===== src/sv/apce_pkg.sv =====
// Package of types, codes and constants for the rectangle collision engine.
`timescale 1ns / 1ps

package apce_pkg;

    // Default table and counter sizes.
    localparam int DEF_MAX_TARGETS = 32;
    localparam int DEF_MAX_SHOTS   = 256;

    // At most this many hits are reported for one bullet.
    localparam int MAX_RESULTS = 32;
    localparam int HIT_CNT_W   = $clog2(MAX_RESULTS + 1);

    // Field widths.
    localparam int POS_W      = 16;
    localparam int SIZE_W     = 12;
    localparam int EXT_W      = POS_W + 2;
    localparam int SHOT_IDX_W = 8;
    localparam int TGT_IDX_W  = 5;
    localparam int CFG_IDX_W  = 3;

    // Request modes.
    typedef enum logic [1:0] {
        MODE_CLEAR  = 2'd0,
        MODE_APPEND = 2'd1,
        MODE_QUERY  = 2'd2
    } mode_t;

    // Configuration register indexes.
    typedef enum logic [CFG_IDX_W-1:0] {
        CFG_SHOT_WIDTH    = 3'd0,
        CFG_SHOT_HEIGHT   = 3'd1,
        CFG_TARGET_WIDTH  = 3'd2,
        CFG_TARGET_HEIGHT = 3'd3
    } cfg_idx_t;

    // Engine states.
    typedef enum logic [1:0] {
        ST_IDLE  = 2'd0,
        ST_SCAN  = 2'd1,
        ST_FLUSH = 2'd2
    } state_t;

    // Rectangle sizes as held in the configuration registers.
    typedef struct packed {
        logic [SIZE_W-1:0] shot_width;
        logic [SIZE_W-1:0] shot_height;
        logic [SIZE_W-1:0] target_width;
        logic [SIZE_W-1:0] target_height;
    } cfg_t;

    // One stored enemy corner.
    typedef struct packed {
        logic signed [POS_W-1:0] x;
        logic signed [POS_W-1:0] y;
    } tgt_entry_t;

    // Write request from the engine to the target memory.
    typedef struct packed {
        logic       en;
        tgt_entry_t data;
    } tgt_wr_t;

endpackage


===== src/sv/apce_cfg_regs.sv =====
// Configuration registers holding the bullet and enemy rectangle sizes.
`timescale 1ns / 1ps

module apce_cfg_regs import apce_pkg::*; (
    input  logic                 aclk,
    input  logic                 aresetn,
    input  logic                 cfg_wr_en,
    input  logic [CFG_IDX_W-1:0] cfg_wr_index,
    input  logic [SIZE_W-1:0]    cfg_wr_data,
    output cfg_t                 cfg
);

    cfg_t cfg_reg;
    cfg_t cfg_next;

    // Decode the register index; unknown indexes leave everything unchanged.
    always_comb begin
        cfg_next = cfg_reg;
        if (cfg_wr_en) begin
            case (cfg_idx_t'(cfg_wr_index))
                CFG_SHOT_WIDTH:    cfg_next.shot_width    = cfg_wr_data;
                CFG_SHOT_HEIGHT:   cfg_next.shot_height   = cfg_wr_data;
                CFG_TARGET_WIDTH:  cfg_next.target_width  = cfg_wr_data;
                CFG_TARGET_HEIGHT: cfg_next.target_height = cfg_wr_data;
                default:           cfg_next = cfg_reg;
            endcase
        end
    end

    always_ff @(posedge aclk) begin
        if (!aresetn) begin
            cfg_reg <= '0;
        end else begin
            cfg_reg <= cfg_next;
        end
    end

    assign cfg = cfg_reg;

endmodule


===== src/sv/apce_tgt_mem.sv =====
// Synchronous memory of enemy corners with one write and one registered read port.
`timescale 1ns / 1ps

module apce_tgt_mem import apce_pkg::*; #(
    parameter int MAX_TARGETS = DEF_MAX_TARGETS,
    parameter int ADDR_W      = (MAX_TARGETS > 1) ? $clog2(MAX_TARGETS) : 1
) (
    input  logic              aclk,
    input  tgt_wr_t           wr,
    input  logic [ADDR_W-1:0] wr_addr,
    input  logic              rd_en,
    input  logic [ADDR_W-1:0] rd_addr,
    output tgt_entry_t        rd_data
);

    tgt_entry_t mem [MAX_TARGETS];
    tgt_entry_t rd_data_reg;

    // Write port.
    always_ff @(posedge aclk) begin
        if (wr.en) begin
            mem[wr_addr] <= wr.data;
        end
    end

    // Read port; the data register holds while no read is issued.
    always_ff @(posedge aclk) begin
        if (rd_en) begin
            rd_data_reg <= mem[rd_addr];
        end
    end

    assign rd_data = rd_data_reg;

endmodule


===== src/sv/apce_engine.sv =====
// Request decoder, table scan sequencer, overlap test and result register.
`timescale 1ns / 1ps

module apce_engine import apce_pkg::*; #(
    parameter int MAX_TARGETS = DEF_MAX_TARGETS,
    parameter int MAX_SHOTS   = DEF_MAX_SHOTS,
    parameter int ADDR_W      = (MAX_TARGETS > 1) ? $clog2(MAX_TARGETS) : 1
) (
    input  logic                    aclk,
    input  logic                    aresetn,
    input  cfg_t                    cfg,
    input  logic                    s_valid,
    output logic                    s_ready,
    input  logic [1:0]              s_mode,
    input  logic signed [POS_W-1:0] s_pos_x,
    input  logic signed [POS_W-1:0] s_pos_y,
    output logic                    m_valid,
    input  logic                    m_ready,
    output logic [SHOT_IDX_W-1:0]   m_shot_index,
    output logic [TGT_IDX_W-1:0]    m_target_index,
    output logic                    m_last_hit,
    output tgt_wr_t                 mem_wr,
    output logic [ADDR_W-1:0]       mem_wr_addr,
    output logic                    mem_rd_en,
    output logic [ADDR_W-1:0]       mem_rd_addr,
    input  tgt_entry_t              mem_rd_data
);

    localparam int CNT_W  = $clog2(MAX_TARGETS + 1);
    localparam int SHOT_W = $clog2(MAX_SHOTS);

    state_t state_reg, state_next;

    // Control registers.
    logic [CNT_W-1:0]     tcount_reg, tcount_next;
    logic [SHOT_W-1:0]    shot_cnt_reg, shot_cnt_next;
    logic [CNT_W-1:0]     rd_idx_reg, rd_idx_next;
    logic                 chk_valid_reg, chk_valid_next;
    logic                 pend_valid_reg, pend_valid_next;
    logic [HIT_CNT_W-1:0] nhit_reg, nhit_next;
    logic                 stop_reg, stop_next;
    logic                 m_valid_reg, m_valid_next;

    // Payload registers.
    logic [SHOT_W-1:0]        qshot_reg;
    logic signed [EXT_W-1:0]  bx_reg, by_reg, bx_r_reg, by_b_reg;
    logic [ADDR_W-1:0]        chk_idx_reg, pend_idx_reg;
    logic [SHOT_IDX_W-1:0]    m_shot_index_reg;
    logic [TGT_IDX_W-1:0]     m_target_index_reg;
    logic                     m_last_hit_reg;

    // Decoded state flags.
    logic in_idle, in_scan, in_flush;

    logic                    in_acc, out_free, issue, chk_live, hit, take, scan_end;
    logic                    out_load, out_last;
    logic signed [EXT_W-1:0] in_x, in_y, ex, ey, ex_r, ey_b;
    logic [SHOT_W+SHOT_IDX_W-1:0] shot_ext;
    logic [ADDR_W+TGT_IDX_W-1:0]  idx_ext;

    // State decode.
    always_comb begin
        in_idle  = 1'b0;
        in_scan  = 1'b0;
        in_flush = 1'b0;
        case (state_reg)
            ST_IDLE:  in_idle  = 1'b1;
            ST_SCAN:  in_scan  = 1'b1;
            ST_FLUSH: in_flush = 1'b1;
            default:  in_idle  = 1'b1;
        endcase
    end

    assign s_ready  = in_idle;
    assign in_acc   = s_valid && in_idle;
    assign out_free = !m_valid_reg || m_ready;

    // Scan issue: one table entry per cycle while the result side can move.
    assign issue    = in_scan && out_free && !stop_reg && (rd_idx_reg < tcount_reg);
    assign chk_live = chk_valid_reg && !stop_reg;
    assign scan_end = in_scan && (stop_reg || (rd_idx_reg == tcount_reg)) && !chk_live;

    // Overlap test; touching edges count as a hit.
    assign ex   = EXT_W'(mem_rd_data.x);
    assign ey   = EXT_W'(mem_rd_data.y);
    assign ex_r = ex + $signed({{(EXT_W-SIZE_W){1'b0}}, cfg.target_width});
    assign ey_b = ey + $signed({{(EXT_W-SIZE_W){1'b0}}, cfg.target_height});
    assign hit  = chk_live && !((bx_r_reg < ex) || (ex_r < bx_reg) ||
                                (by_b_reg < ey) || (ey_b < by_reg));
    assign take = hit && out_free;

    // Next state.
    always_comb begin
        state_next = state_reg;
        case (state_reg)
            ST_IDLE: begin
                if (in_acc && (s_mode == MODE_QUERY)) begin
                    state_next = ST_SCAN;
                end
            end
            ST_SCAN: begin
                if (scan_end) begin
                    state_next = ST_FLUSH;
                end
            end
            ST_FLUSH: begin
                if (!pend_valid_reg || out_free) begin
                    state_next = ST_IDLE;
                end
            end
            default: state_next = ST_IDLE;
        endcase
    end

    // Result register loading: a held hit leaves when a newer one arrives,
    // and the final held hit leaves marked as last once the scan is over.
    always_comb begin
        out_load = 1'b0;
        out_last = 1'b0;
        case (state_reg)
            ST_SCAN: begin
                out_load = take && pend_valid_reg;
            end
            ST_FLUSH: begin
                out_load = pend_valid_reg && out_free;
                out_last = 1'b1;
            end
            default: begin
                out_load = 1'b0;
            end
        endcase
    end

    // Memory access; writes happen only when idle, so no read can overlap them.
    assign in_x = EXT_W'(s_pos_x);
    assign in_y = EXT_W'(s_pos_y);

    always_comb begin
        mem_wr.en     = in_acc && (s_mode == MODE_APPEND) &&
                        (tcount_reg < CNT_W'(MAX_TARGETS));
        mem_wr.data.x = s_pos_x;
        mem_wr.data.y = s_pos_y;
    end

    assign mem_wr_addr = tcount_reg[ADDR_W-1:0];
    assign mem_rd_en   = issue;
    assign mem_rd_addr = rd_idx_reg[ADDR_W-1:0];

    // Control register updates.
    always_comb begin
        tcount_next     = tcount_reg;
        shot_cnt_next   = shot_cnt_reg;
        rd_idx_next     = rd_idx_reg;
        chk_valid_next  = chk_valid_reg;
        pend_valid_next = pend_valid_reg;
        nhit_next       = nhit_reg;
        stop_next       = stop_reg;

        if (in_acc) begin
            case (mode_t'(s_mode))
                MODE_CLEAR: begin
                    tcount_next   = '0;
                    shot_cnt_next = '0;
                end
                MODE_APPEND: begin
                    if (mem_wr.en) begin
                        tcount_next = tcount_reg + CNT_W'(1);
                    end
                end
                MODE_QUERY: begin
                    if (shot_cnt_reg < SHOT_W'(MAX_SHOTS - 1)) begin
                        shot_cnt_next = shot_cnt_reg + SHOT_W'(1);
                    end
                    rd_idx_next     = '0;
                    chk_valid_next  = 1'b0;
                    pend_valid_next = 1'b0;
                    nhit_next       = '0;
                    stop_next       = 1'b0;
                end
                default: begin
                    tcount_next = tcount_reg;
                end
            endcase
        end

        if (in_scan && out_free) begin
            chk_valid_next = issue;
            if (issue) begin
                rd_idx_next = rd_idx_reg + CNT_W'(1);
            end
            if (take) begin
                pend_valid_next = 1'b1;
                nhit_next       = nhit_reg + HIT_CNT_W'(1);
                if (nhit_reg + HIT_CNT_W'(1) == HIT_CNT_W'(MAX_RESULTS)) begin
                    stop_next = 1'b1;
                end
            end
        end

        if (in_flush && out_load) begin
            pend_valid_next = 1'b0;
        end
    end

    assign m_valid_next = out_load ? 1'b1 : (m_ready ? 1'b0 : m_valid_reg);

    always_ff @(posedge aclk) begin
        if (!aresetn) begin
            state_reg      <= ST_IDLE;
            tcount_reg     <= '0;
            shot_cnt_reg   <= '0;
            rd_idx_reg     <= '0;
            chk_valid_reg  <= 1'b0;
            pend_valid_reg <= 1'b0;
            nhit_reg       <= '0;
            stop_reg       <= 1'b0;
            m_valid_reg    <= 1'b0;
        end else begin
            state_reg      <= state_next;
            tcount_reg     <= tcount_next;
            shot_cnt_reg   <= shot_cnt_next;
            rd_idx_reg     <= rd_idx_next;
            chk_valid_reg  <= chk_valid_next;
            pend_valid_reg <= pend_valid_next;
            nhit_reg       <= nhit_next;
            stop_reg       <= stop_next;
            m_valid_reg    <= m_valid_next;
        end
    end

    // Bullet edges are captured when the query is accepted.
    always_ff @(posedge aclk) begin
        if (in_acc && (s_mode == MODE_QUERY)) begin
            qshot_reg <= shot_cnt_reg;
            bx_reg    <= in_x;
            by_reg    <= in_y;
            bx_r_reg  <= in_x + $signed({{(EXT_W-SIZE_W){1'b0}}, cfg.shot_width});
            by_b_reg  <= in_y + $signed({{(EXT_W-SIZE_W){1'b0}}, cfg.shot_height});
        end
    end

    // Index pipeline: read index, then held hit.
    always_ff @(posedge aclk) begin
        if (issue) begin
            chk_idx_reg <= rd_idx_reg[ADDR_W-1:0];
        end
        if (in_scan && take) begin
            pend_idx_reg <= chk_idx_reg;
        end
    end

    // Result payload, masked to the port widths.
    assign shot_ext = {{SHOT_IDX_W{1'b0}}, qshot_reg};
    assign idx_ext  = {{TGT_IDX_W{1'b0}}, pend_idx_reg};

    always_ff @(posedge aclk) begin
        if (out_load) begin
            m_shot_index_reg   <= shot_ext[SHOT_IDX_W-1:0];
            m_target_index_reg <= idx_ext[TGT_IDX_W-1:0];
            m_last_hit_reg     <= out_last;
        end
    end

    assign m_valid        = m_valid_reg;
    assign m_shot_index   = m_shot_index_reg;
    assign m_target_index = m_target_index_reg;
    assign m_last_hit     = m_last_hit_reg;

endmodule


===== src/sv/aabb_pair_collision_engine_top.sv =====
// Top level of the bullet against enemy rectangle collision engine.
//
//  Channel  Direction  Handshake               Carries
//  s_       in         s_valid / s_ready       mode, pos_x, pos_y
//  m_       out        m_valid / m_ready       shot_index, target_index, last_hit
//  cfg_     in         cfg_wr_en (no wait)     register index and size value
//
// Clear, append and unused-mode requests do not hold the input off.
// A query holds the input off from its acceptance until the scan has ended and
// the last held hit has been loaded, while results are taken at once: the enemy
// memory has a single read port and is scanned one entry per cycle, and each
// hit is held in a register so that the last one can be marked.
// A stalled result output freezes the scan; no request is taken during a scan.
// Reset is synchronous and active low; the table is empty after reset.
`timescale 1ns / 1ps

module aabb_pair_collision_engine_top import apce_pkg::*; #(
    parameter int MAX_TARGETS = DEF_MAX_TARGETS,
    parameter int MAX_SHOTS   = DEF_MAX_SHOTS
) (
    input  logic                    aclk,
    input  logic                    aresetn,
    input  logic                    cfg_wr_en,
    input  logic [CFG_IDX_W-1:0]    cfg_wr_index,
    input  logic [SIZE_W-1:0]       cfg_wr_data,
    input  logic                    s_valid,
    output logic                    s_ready,
    input  logic [1:0]              s_mode,
    input  logic signed [POS_W-1:0] s_pos_x,
    input  logic signed [POS_W-1:0] s_pos_y,
    output logic                    m_valid,
    input  logic                    m_ready,
    output logic [SHOT_IDX_W-1:0]   m_shot_index,
    output logic [TGT_IDX_W-1:0]    m_target_index,
    output logic                    m_last_hit
);

    localparam int ADDR_W = (MAX_TARGETS > 1) ? $clog2(MAX_TARGETS) : 1;

    cfg_t              cfg;
    tgt_wr_t           mem_wr;
    logic [ADDR_W-1:0] mem_wr_addr;
    logic              mem_rd_en;
    logic [ADDR_W-1:0] mem_rd_addr;
    tgt_entry_t        mem_rd_data;

    // Rectangle size registers.
    apce_cfg_regs u_cfg (
        .aclk         (aclk),
        .aresetn      (aresetn),
        .cfg_wr_en    (cfg_wr_en),
        .cfg_wr_index (cfg_wr_index),
        .cfg_wr_data  (cfg_wr_data),
        .cfg          (cfg)
    );

    // Enemy corner table.
    apce_tgt_mem #(
        .MAX_TARGETS (MAX_TARGETS),
        .ADDR_W      (ADDR_W)
    ) u_mem (
        .aclk    (aclk),
        .wr      (mem_wr),
        .wr_addr (mem_wr_addr),
        .rd_en   (mem_rd_en),
        .rd_addr (mem_rd_addr),
        .rd_data (mem_rd_data)
    );

    // Request handling and table scan.
    apce_engine #(
        .MAX_TARGETS (MAX_TARGETS),
        .MAX_SHOTS   (MAX_SHOTS),
        .ADDR_W      (ADDR_W)
    ) u_engine (
        .aclk           (aclk),
        .aresetn        (aresetn),
        .cfg            (cfg),
        .s_valid        (s_valid),
        .s_ready        (s_ready),
        .s_mode         (s_mode),
        .s_pos_x        (s_pos_x),
        .s_pos_y        (s_pos_y),
        .m_valid        (m_valid),
        .m_ready        (m_ready),
        .m_shot_index   (m_shot_index),
        .m_target_index (m_target_index),
        .m_last_hit     (m_last_hit),
        .mem_wr         (mem_wr),
        .mem_wr_addr    (mem_wr_addr),
        .mem_rd_en      (mem_rd_en),
        .mem_rd_addr    (mem_rd_addr),
        .mem_rd_data    (mem_rd_data)
    );

endmodule


===== config.mk =====
export PLATFORM = sky130hd
export DESIGN_NAME = aabb_pair_collision_engine_top
export DESIGN_NICKNAME = d
export VERILOG_FILES = /design/src/sv/apce_pkg.sv /design/src/sv/apce_cfg_regs.sv /design/src/sv/apce_tgt_mem.sv /design/src/sv/apce_engine.sv /design/src/sv/aabb_pair_collision_engine_top.sv
export SDC_FILE = /design/constraint.sdc
export NUM_CORES = 2
export LEC_CHECK = 0
export CAP_MARGIN = 15
export CORE_UTILIZATION = 64
export CTS_BUF_LIST = sky130_fd_sc_hd__clkbuf_4
export DETAILED_ROUTE_END_ITERATION = 12
export DONT_BUFFER_PORTS = 1
export GPL_TIMING_DRIVEN = 0
export PLACE_DENSITY = 0.78
export REMOVE_ABC_BUFFERS = 1
export SYNTH_ARGS = -nofsm -noshare
export SYNTH_HDL_FRONTEND = slang
export SYNTH_HIERARCHICAL = 1
export SYNTH_SLANG_ARGS = --single-unit

===== constraint.sdc =====
create_clock -name aclk -period 8.5 [get_ports aclk]
set_clock_uncertainty 0.2 [all_clocks]
set_input_delay 0.425 -clock aclk [delete_from_list [all_inputs] [get_ports aclk]]
set_output_delay 0.425 -clock aclk [all_outputs]
set_load 0.01 [all_outputs]

# After elaboration in Yosys (flattened, before gate mapping)
# Memory sizes are Yosys's and may differ from the RTL's. A register that Yosys moved wholly into a read port is not among the register bits.
# Index checks and enable logic that the tools add are counted.
[word_totals]
mem_bits_rw = 1024
n_memories = 1
out_inout_bits = 16
elab_cells = 135
input_bits = 54
regBits = 180
[memory_table]
columns = ["name", "words", "word_bits", "rd", "rd_ports_with_merged_regs", "write_ports", "line_no", "rtl"]
rows = [
  ["u_mem.mem", 32, 32, 1, 1, 1, "apce_tgt_mem.sv:16", "tgt_entry_t mem [MAX_TARGETS];"],
]
[op_classes]
magnitude_cmp = 7
bitwise_logic = 1
n_addsub = 8
n_mux = 36
eq_ne = 14
n_reduce_logical = 45
[op_table]
columns = ["op", "count"]
rows = [
  ["$add A16 B13 Y17", 4],
  ["$mux W6", 9],
  ["$lt A18 B16 Y1", 2],
  ["$lt A17 B16 Y1", 2],
  ["$mux W1", 19],
  ["$add A6 B1 Y6 const B", 3],
  ["$logic_and A1 B1 Y1", 16],
  ["$pmux W8 S2", 1],
  ["$pmux W6 S2", 1],
  ["$reduce_and A2 Y1", 5],
  ["$reduce_bool A2 Y1", 5],
  ["$reduce_and A3 Y1", 3],
  ["$add A8 B1 Y8 const B", 1],
  ["$lt A8 B8 Y1 const B", 1],
  ["$mux W8", 1],
  ["$ne A2 B1 Y1 const B", 4],
  ["$eq A3 B2 Y1 const B", 2],
  ["$eq A6 B6 Y1", 1],
  ["$eq A6 B6 Y1 const B", 1],
  ["$logic_or A1 B1 Y1", 6],
  ["$lt A6 B6 Y1", 1],
  ["$lt A6 B6 Y1 const B", 1],
  ["$mux W2", 3],
  ["$pmux W2 S3", 1],
  ["10 further kinds", 18],
]

# Longest topological paths before layout
[logic_depth]
depth_word = 12
depth_mapped = 21
ltp_nobuf = 21

# By module
# The synthesis kept the hierarchy.
[by_module_without_submodules]
columns = ["mod", "instances", "area_each_um2", "seq_area_each_um2", "cells_each"]
rows = [
  ["apce_tgt_mem", 1, 40805.4, 31710.4, 2260],
  ["apce_engine", 1, 8857.2, 3583.4, 868],
  ["apce_cfg_regs", 1, 1766.7, 960.9, 172],
]

# Worst setup path after synthesis
# Ideal clock, no wire load.
[synth_timing]
path_kind = "register to register"
startpoint = "reg u_mem/rd_data[0] (netlist name)"
endpoint = "reg u_engine.m_last_hit_reg, in the netlist u_engine/m_last_hit (enable)"
slack_ns = 4.062
period_less_slack_ns = 4.438
arrival_time_ns = 3.873
setup_time_ns = 0.364
path_buffers = 1
stages_incl_launch_ff = 21
required_ns = 7.936
path_cell_list = "edfxtp_1 ha_1 inv_1 fa_1 nor2b_1 o21a_1 o21ai_0 a21oi_1 nand4_1 a31oi_1 nand3_1 xnor2_1 ha_1 o21a_1 o21ai_0 a211o_1 a211oi_1 o2111ai_1 a21oi_1 buf_2 o2111a_1"
[synth_between]
elab_chain_len = 8
elab_cells_between_ends = 10
cone_classes = "add/sub (1); order compare (2); mux (1); reduce/logical (6)"
[synth_lines]
columns = ["element", "line_no", "rtl"]
rows = [
  ["$add A16 B13 Y17 or $lt A18 B16 Y1 (tied branches)", "apce_engine.sv:87, apce_engine.sv:89", ""],
  ["$lt A17 B16 Y1 or $logic_or A1 B1 Y1 (tied branches)", "apce_engine.sv:89, apce_engine.sv:88", ""],
  ["$logic_or A1 B1 Y1 (*)", "apce_engine.sv:89", "(by_b_reg < ey) || (ey_b < by_reg));"],
  ["$logic_not A1 Y1 (*)", "apce_engine.sv:88", "assign hit = chk_live && !((bx_r_reg < ex) || (ex_r < bx_reg) ||"],
  ["$logic_and A1 B1 Y1 (*)", "apce_engine.sv:88", ""],
  ["$logic_and A1 B1 Y1 (*)", "apce_engine.sv:90", "assign take = hit && out_free;"],
  ["$logic_and A1 B1 Y1 (*)", "apce_engine.sv:122", "out_load = take && pend_valid_reg;"],
  ["$pmux W1 S2 (*)", "apce_engine.sv:120", "case (state_reg)"],
  ["end signal, assigned", "apce_engine.sv:260", "m_last_hit_reg <= out_last;"],
  ["end, declared", "apce_engine.sv:50", "logic m_last_hit_reg;"],
]
# Every way passes the cells marked *; elsewhere a longest branch is shown, timed or not.
# A chain may end at the register's enable or synchronous reset.

# Final worst setup path
[layout_timing]
startpoint = "reg u_mem/rd_data[0] (netlist name)"
endpoint = "reg u_engine.nhit_reg[2]"
[layout_between]
elab_chain_len = 8
elab_cells_between_ends = 10
cone_classes = "add/sub (1); order compare (2); mux (2); reduce/logical (5)"
[layout_lines]
columns = ["element", "line_no", "rtl"]
rows = [
  ["$add A16 B13 Y17 or $lt A18 B16 Y1 (tied branches)", "apce_engine.sv:87, apce_engine.sv:89", ""],
  ["$lt A17 B16 Y1 or $logic_or A1 B1 Y1 (tied branches)", "apce_engine.sv:89, apce_engine.sv:88", ""],
  ["$logic_or A1 B1 Y1 (*)", "apce_engine.sv:89", ""],
  ["$logic_not A1 Y1 (*)", "apce_engine.sv:88", ""],
  ["$logic_and A1 B1 Y1 (*)", "apce_engine.sv:88", ""],
  ["$logic_and A1 B1 Y1 (*)", "apce_engine.sv:90", ""],
  ["$mux W6 (*)", "apce_engine.sv:191", "if (take) begin"],
  ["$mux W6 (*)", "apce_engine.sv:186", "if (in_scan && out_free) begin"],
  ["end signal, assigned", "apce_engine.sv:225", "nhit_reg <= nhit_next;"],
  ["end, declared", "apce_engine.sv:40", "logic [HIT_CNT_W-1:0] nhit_reg, nhit_next;"],
]
# Marks and branches as above.

==> results by group <==
Clock network
  – Clk root buf: clkbuf_4
  – Post-CTS resize count: 0
  – # hold bufs at CTS: 128
  – Postcts setup bufs: 0
  – Clock latency on the worst-skew pair: 1.15 ns
  – Clock transition at path regs: 0.07 ns
  – H-tree levels: 5
  – Clk sinks: 1234
  – Clock Path Buffers: 4
  – CTS buffer count: 320
  – CTS tree: yes

Worst setup path
  – Type of element capturing the critical path: flop
  – Cell Chain, Critical Path: ha_1, inv_1, fa_1, nor2b_1, o21a_1, o21ai_0, a21oi_1, nand4_1, a31oi_1, nand3_1, xnor2_1, ha_1, o21a_1, o21ai_0, a211o_1, a211oi_1, o2111ai_1, a21oi_1, nand2_1, inv_1, o211ai_1, dlygate4sd3_1
  – WP data arrival: 7.66 ns
  – CP max stage cell: a21oi_1
  – CP startpoint kind: flop
  – Largest fanout on the critical path: 11
  – Critical path type: flop to flop
  – Max incr delay on CP: 0.76 ns
  – Required @ worst endpoint: 9.31 ns

GRT
  – Vias in the first global route: 31750
  – Largest net degree at the start of global routing: 72
  – GR Overflow Total: 0
  – Initial antenna violation count: 7
  – Total GRT Usage: 31.7%
  – Global-route wire length before repair: 190000 um

Pwr
  – Pwr dens: 206 mW/mm^2
  – Total Power: 0.0121 W
  – Worst vdd ir: 125 uV
  – Leakage: 19.6 nW

Finish
  – Commonest non-fill, non-tap cell in the layout: edfxtp_1
  – Total Nets Final: 3829
  – Syn-to-layout area delta: 14.8%
  – Final Non-Filler Cells: 4904
  – Max FFs per register: 1024
  – Fillers: 4617
  – Share of layout cells above drive strength 1: 16.8%
  – Most frequent cells in the layout: edfxtp_1, mux2i_1, clkbuf_4, nand2_1, a21oi_1

Drt
  – Routed vias: 31372
  – Antenna Violating Nets Remaining: 0
  – WL/cell: 26.3 um
  – Drt drc: 0
  – Via density: 6.40
  – Starting DRT DRC Count: 3643
  – Final wirelength: 129000 um
  – Pre-antenna DRT Iters: 6

Placement
  – Placed insts: 4230
  – DP Wirelength: 75800 um
  – Pre-CTS setup slack: 2.10 ns
  – GPL Wtd Cong: 0.882
  – Buffers on Ports: 0

Die
  – Row cnt: 103
  – Die Area: 0.0815 mm^2
  – IO Count: 70
  – Core Area: 0.0793 mm^2
  – Initial Util: 64.9%
  – Die Width: 285 um
  – DIE HEIGHT: 285 um

Synth
  – Post-synth top area share: 67.4%
  – Synth top area cells: edfxtp_1, mux2i_1, dfxtp_1
  – Yosys reg bits: 1234
  – Yosys Warn Count: 6
  – Cell taking the most area after synthesis: edfxtp_1
  – Syn Area/Cell: 15.6 um^2
  – Sequential share of the synthesized area: 70.5%
  – Syn Inst Count: 3300
  – EDFF count, synth: 1154
  – Most used DFF post-synth: edfxtp_1
  – Async SR Flop Fraction: 0%
  – Cell Area, Synth: 0.0514 mm^2
  – Synth cell types: 70

STA
  – Slew @ Worst Pin: 1.29 ns
  – Final Setup Violations: 0
  – Slew Viols, Final: 0
  – Post-layout min period: 6.86 ns
  – Max Clk Rate: 146 MHz
  – Final Hold Viols: 0
  – Hold WS: 0.0511 ns
  – Relative max-transition margin: 14.3%
  – Final worst slack: 1.64 ns
  – Final period util: 80.7%
  – RSZ-0062 raised after global routing: false

Flow run
  – Max Cap Violations: 0

Outcome
  – Status: finished clean

Min path
  – Min-Delay Path Class: primary input to flop
## layer usage
| metal | GRT usage, % | share of wire, % |
|---|---|---|
| met5 | 0 | 0.022 |
| met4 | 15.2 | 4.5 |
| met3 | 6.73 | 10 |
| met2 | 50.5 | 47 |
| met1 | 42.1 | 38 |
## power by group
group          total [W]  switching [W]  internal [W]
Combinational   0.000528       0.000321      0.000207
Sequential       0.00671      0.0000232       0.00669
Clock            0.00490        0.00231       0.00259
Total             0.0121        0.00265       0.00949
## per-stage QoR
step	area [um^2]	util, %	TNS [ns]
after global placement	51600	65.1	-1195.10
after floorplan	50300	-	-797.23
after CTS	58800	74.2	0
after detailed placement	53500	67.4	0
after global routing	59000	74.5	0
final	59000	74.5	0
## synth_stat cells (17+ instances only)
master,number
edfxtp_1,1154
nor2_1,93
a22oi_1,97
nand3_1,115
nor3_1,60
a31oi_1,43
a21oi_1,153
clkbuf_1,57
ha_1,125
xnor2_1,51
buf_2,31
dfxtp_1,80
inv_1,98
nand2_1,184
o21ai_0,29
buf_4,75
nand4_1,17
a22o_1,64
mux2i_1,562
## path summary, 6_finish.rpt
check | start | to | slack [ns] | cells after the start
max | u_mem/rd_data[0] | u_engine/nhit_reg[2] | 1.64 | 22
min | s_pos_x[5] | u_mem/mem[5][21] | 0.05 | 1
max reg2reg | u_mem/rd_data[0] | u_engine/nhit_reg[2] | 1.64 | 22
min reg2reg | u_engine/qshot_reg[6] | u_engine/m_shot_index[6] | 0.20 | 0
## critical path, delay by kind of cell, from the launching register on
kind / cells / cell delay, ns
compound gates: 11 / 3.57
fa+ha+maj: 3 / 0.91
simple gates: 4 / 0.63
flops: 1 / 0.37
buf+inv: 3 / 0.93
xor+xnor: 1 / 0.15
## final cells by class
class / count / area, um^2 / area share (%)
clock inverter: 58 / 314 / 0.532
timing repair buffer: 211 / 3340 / 5.65
tap: 1050 / 1310 / 2.23
inverter: 98 / 370 / 0.627
multi-input combinational: 1781 / 13900 / 23.6
clock buffer: 468 / 3510 / 5.95
antenna: 4 / 10.0 / 0.0170
sequential: 1234 / 36300 / 61.4
## cells by family after synthesis
logic type | count (synthesis) | share of synthesized area [%]
xor gates and xnor gates | 64 | 1.09
AOI/OAI and AO/OA | 472 | 6.22
muxes | 562 | 10.9
and+or+nand+nor | 554 | 5.11
buffers and inverters | 285 | 2.95
DFF | 1234 | 70.5
adders and majority gates | 129 | 3.20
No activity file was read; power rests on OpenSTA's default activity.
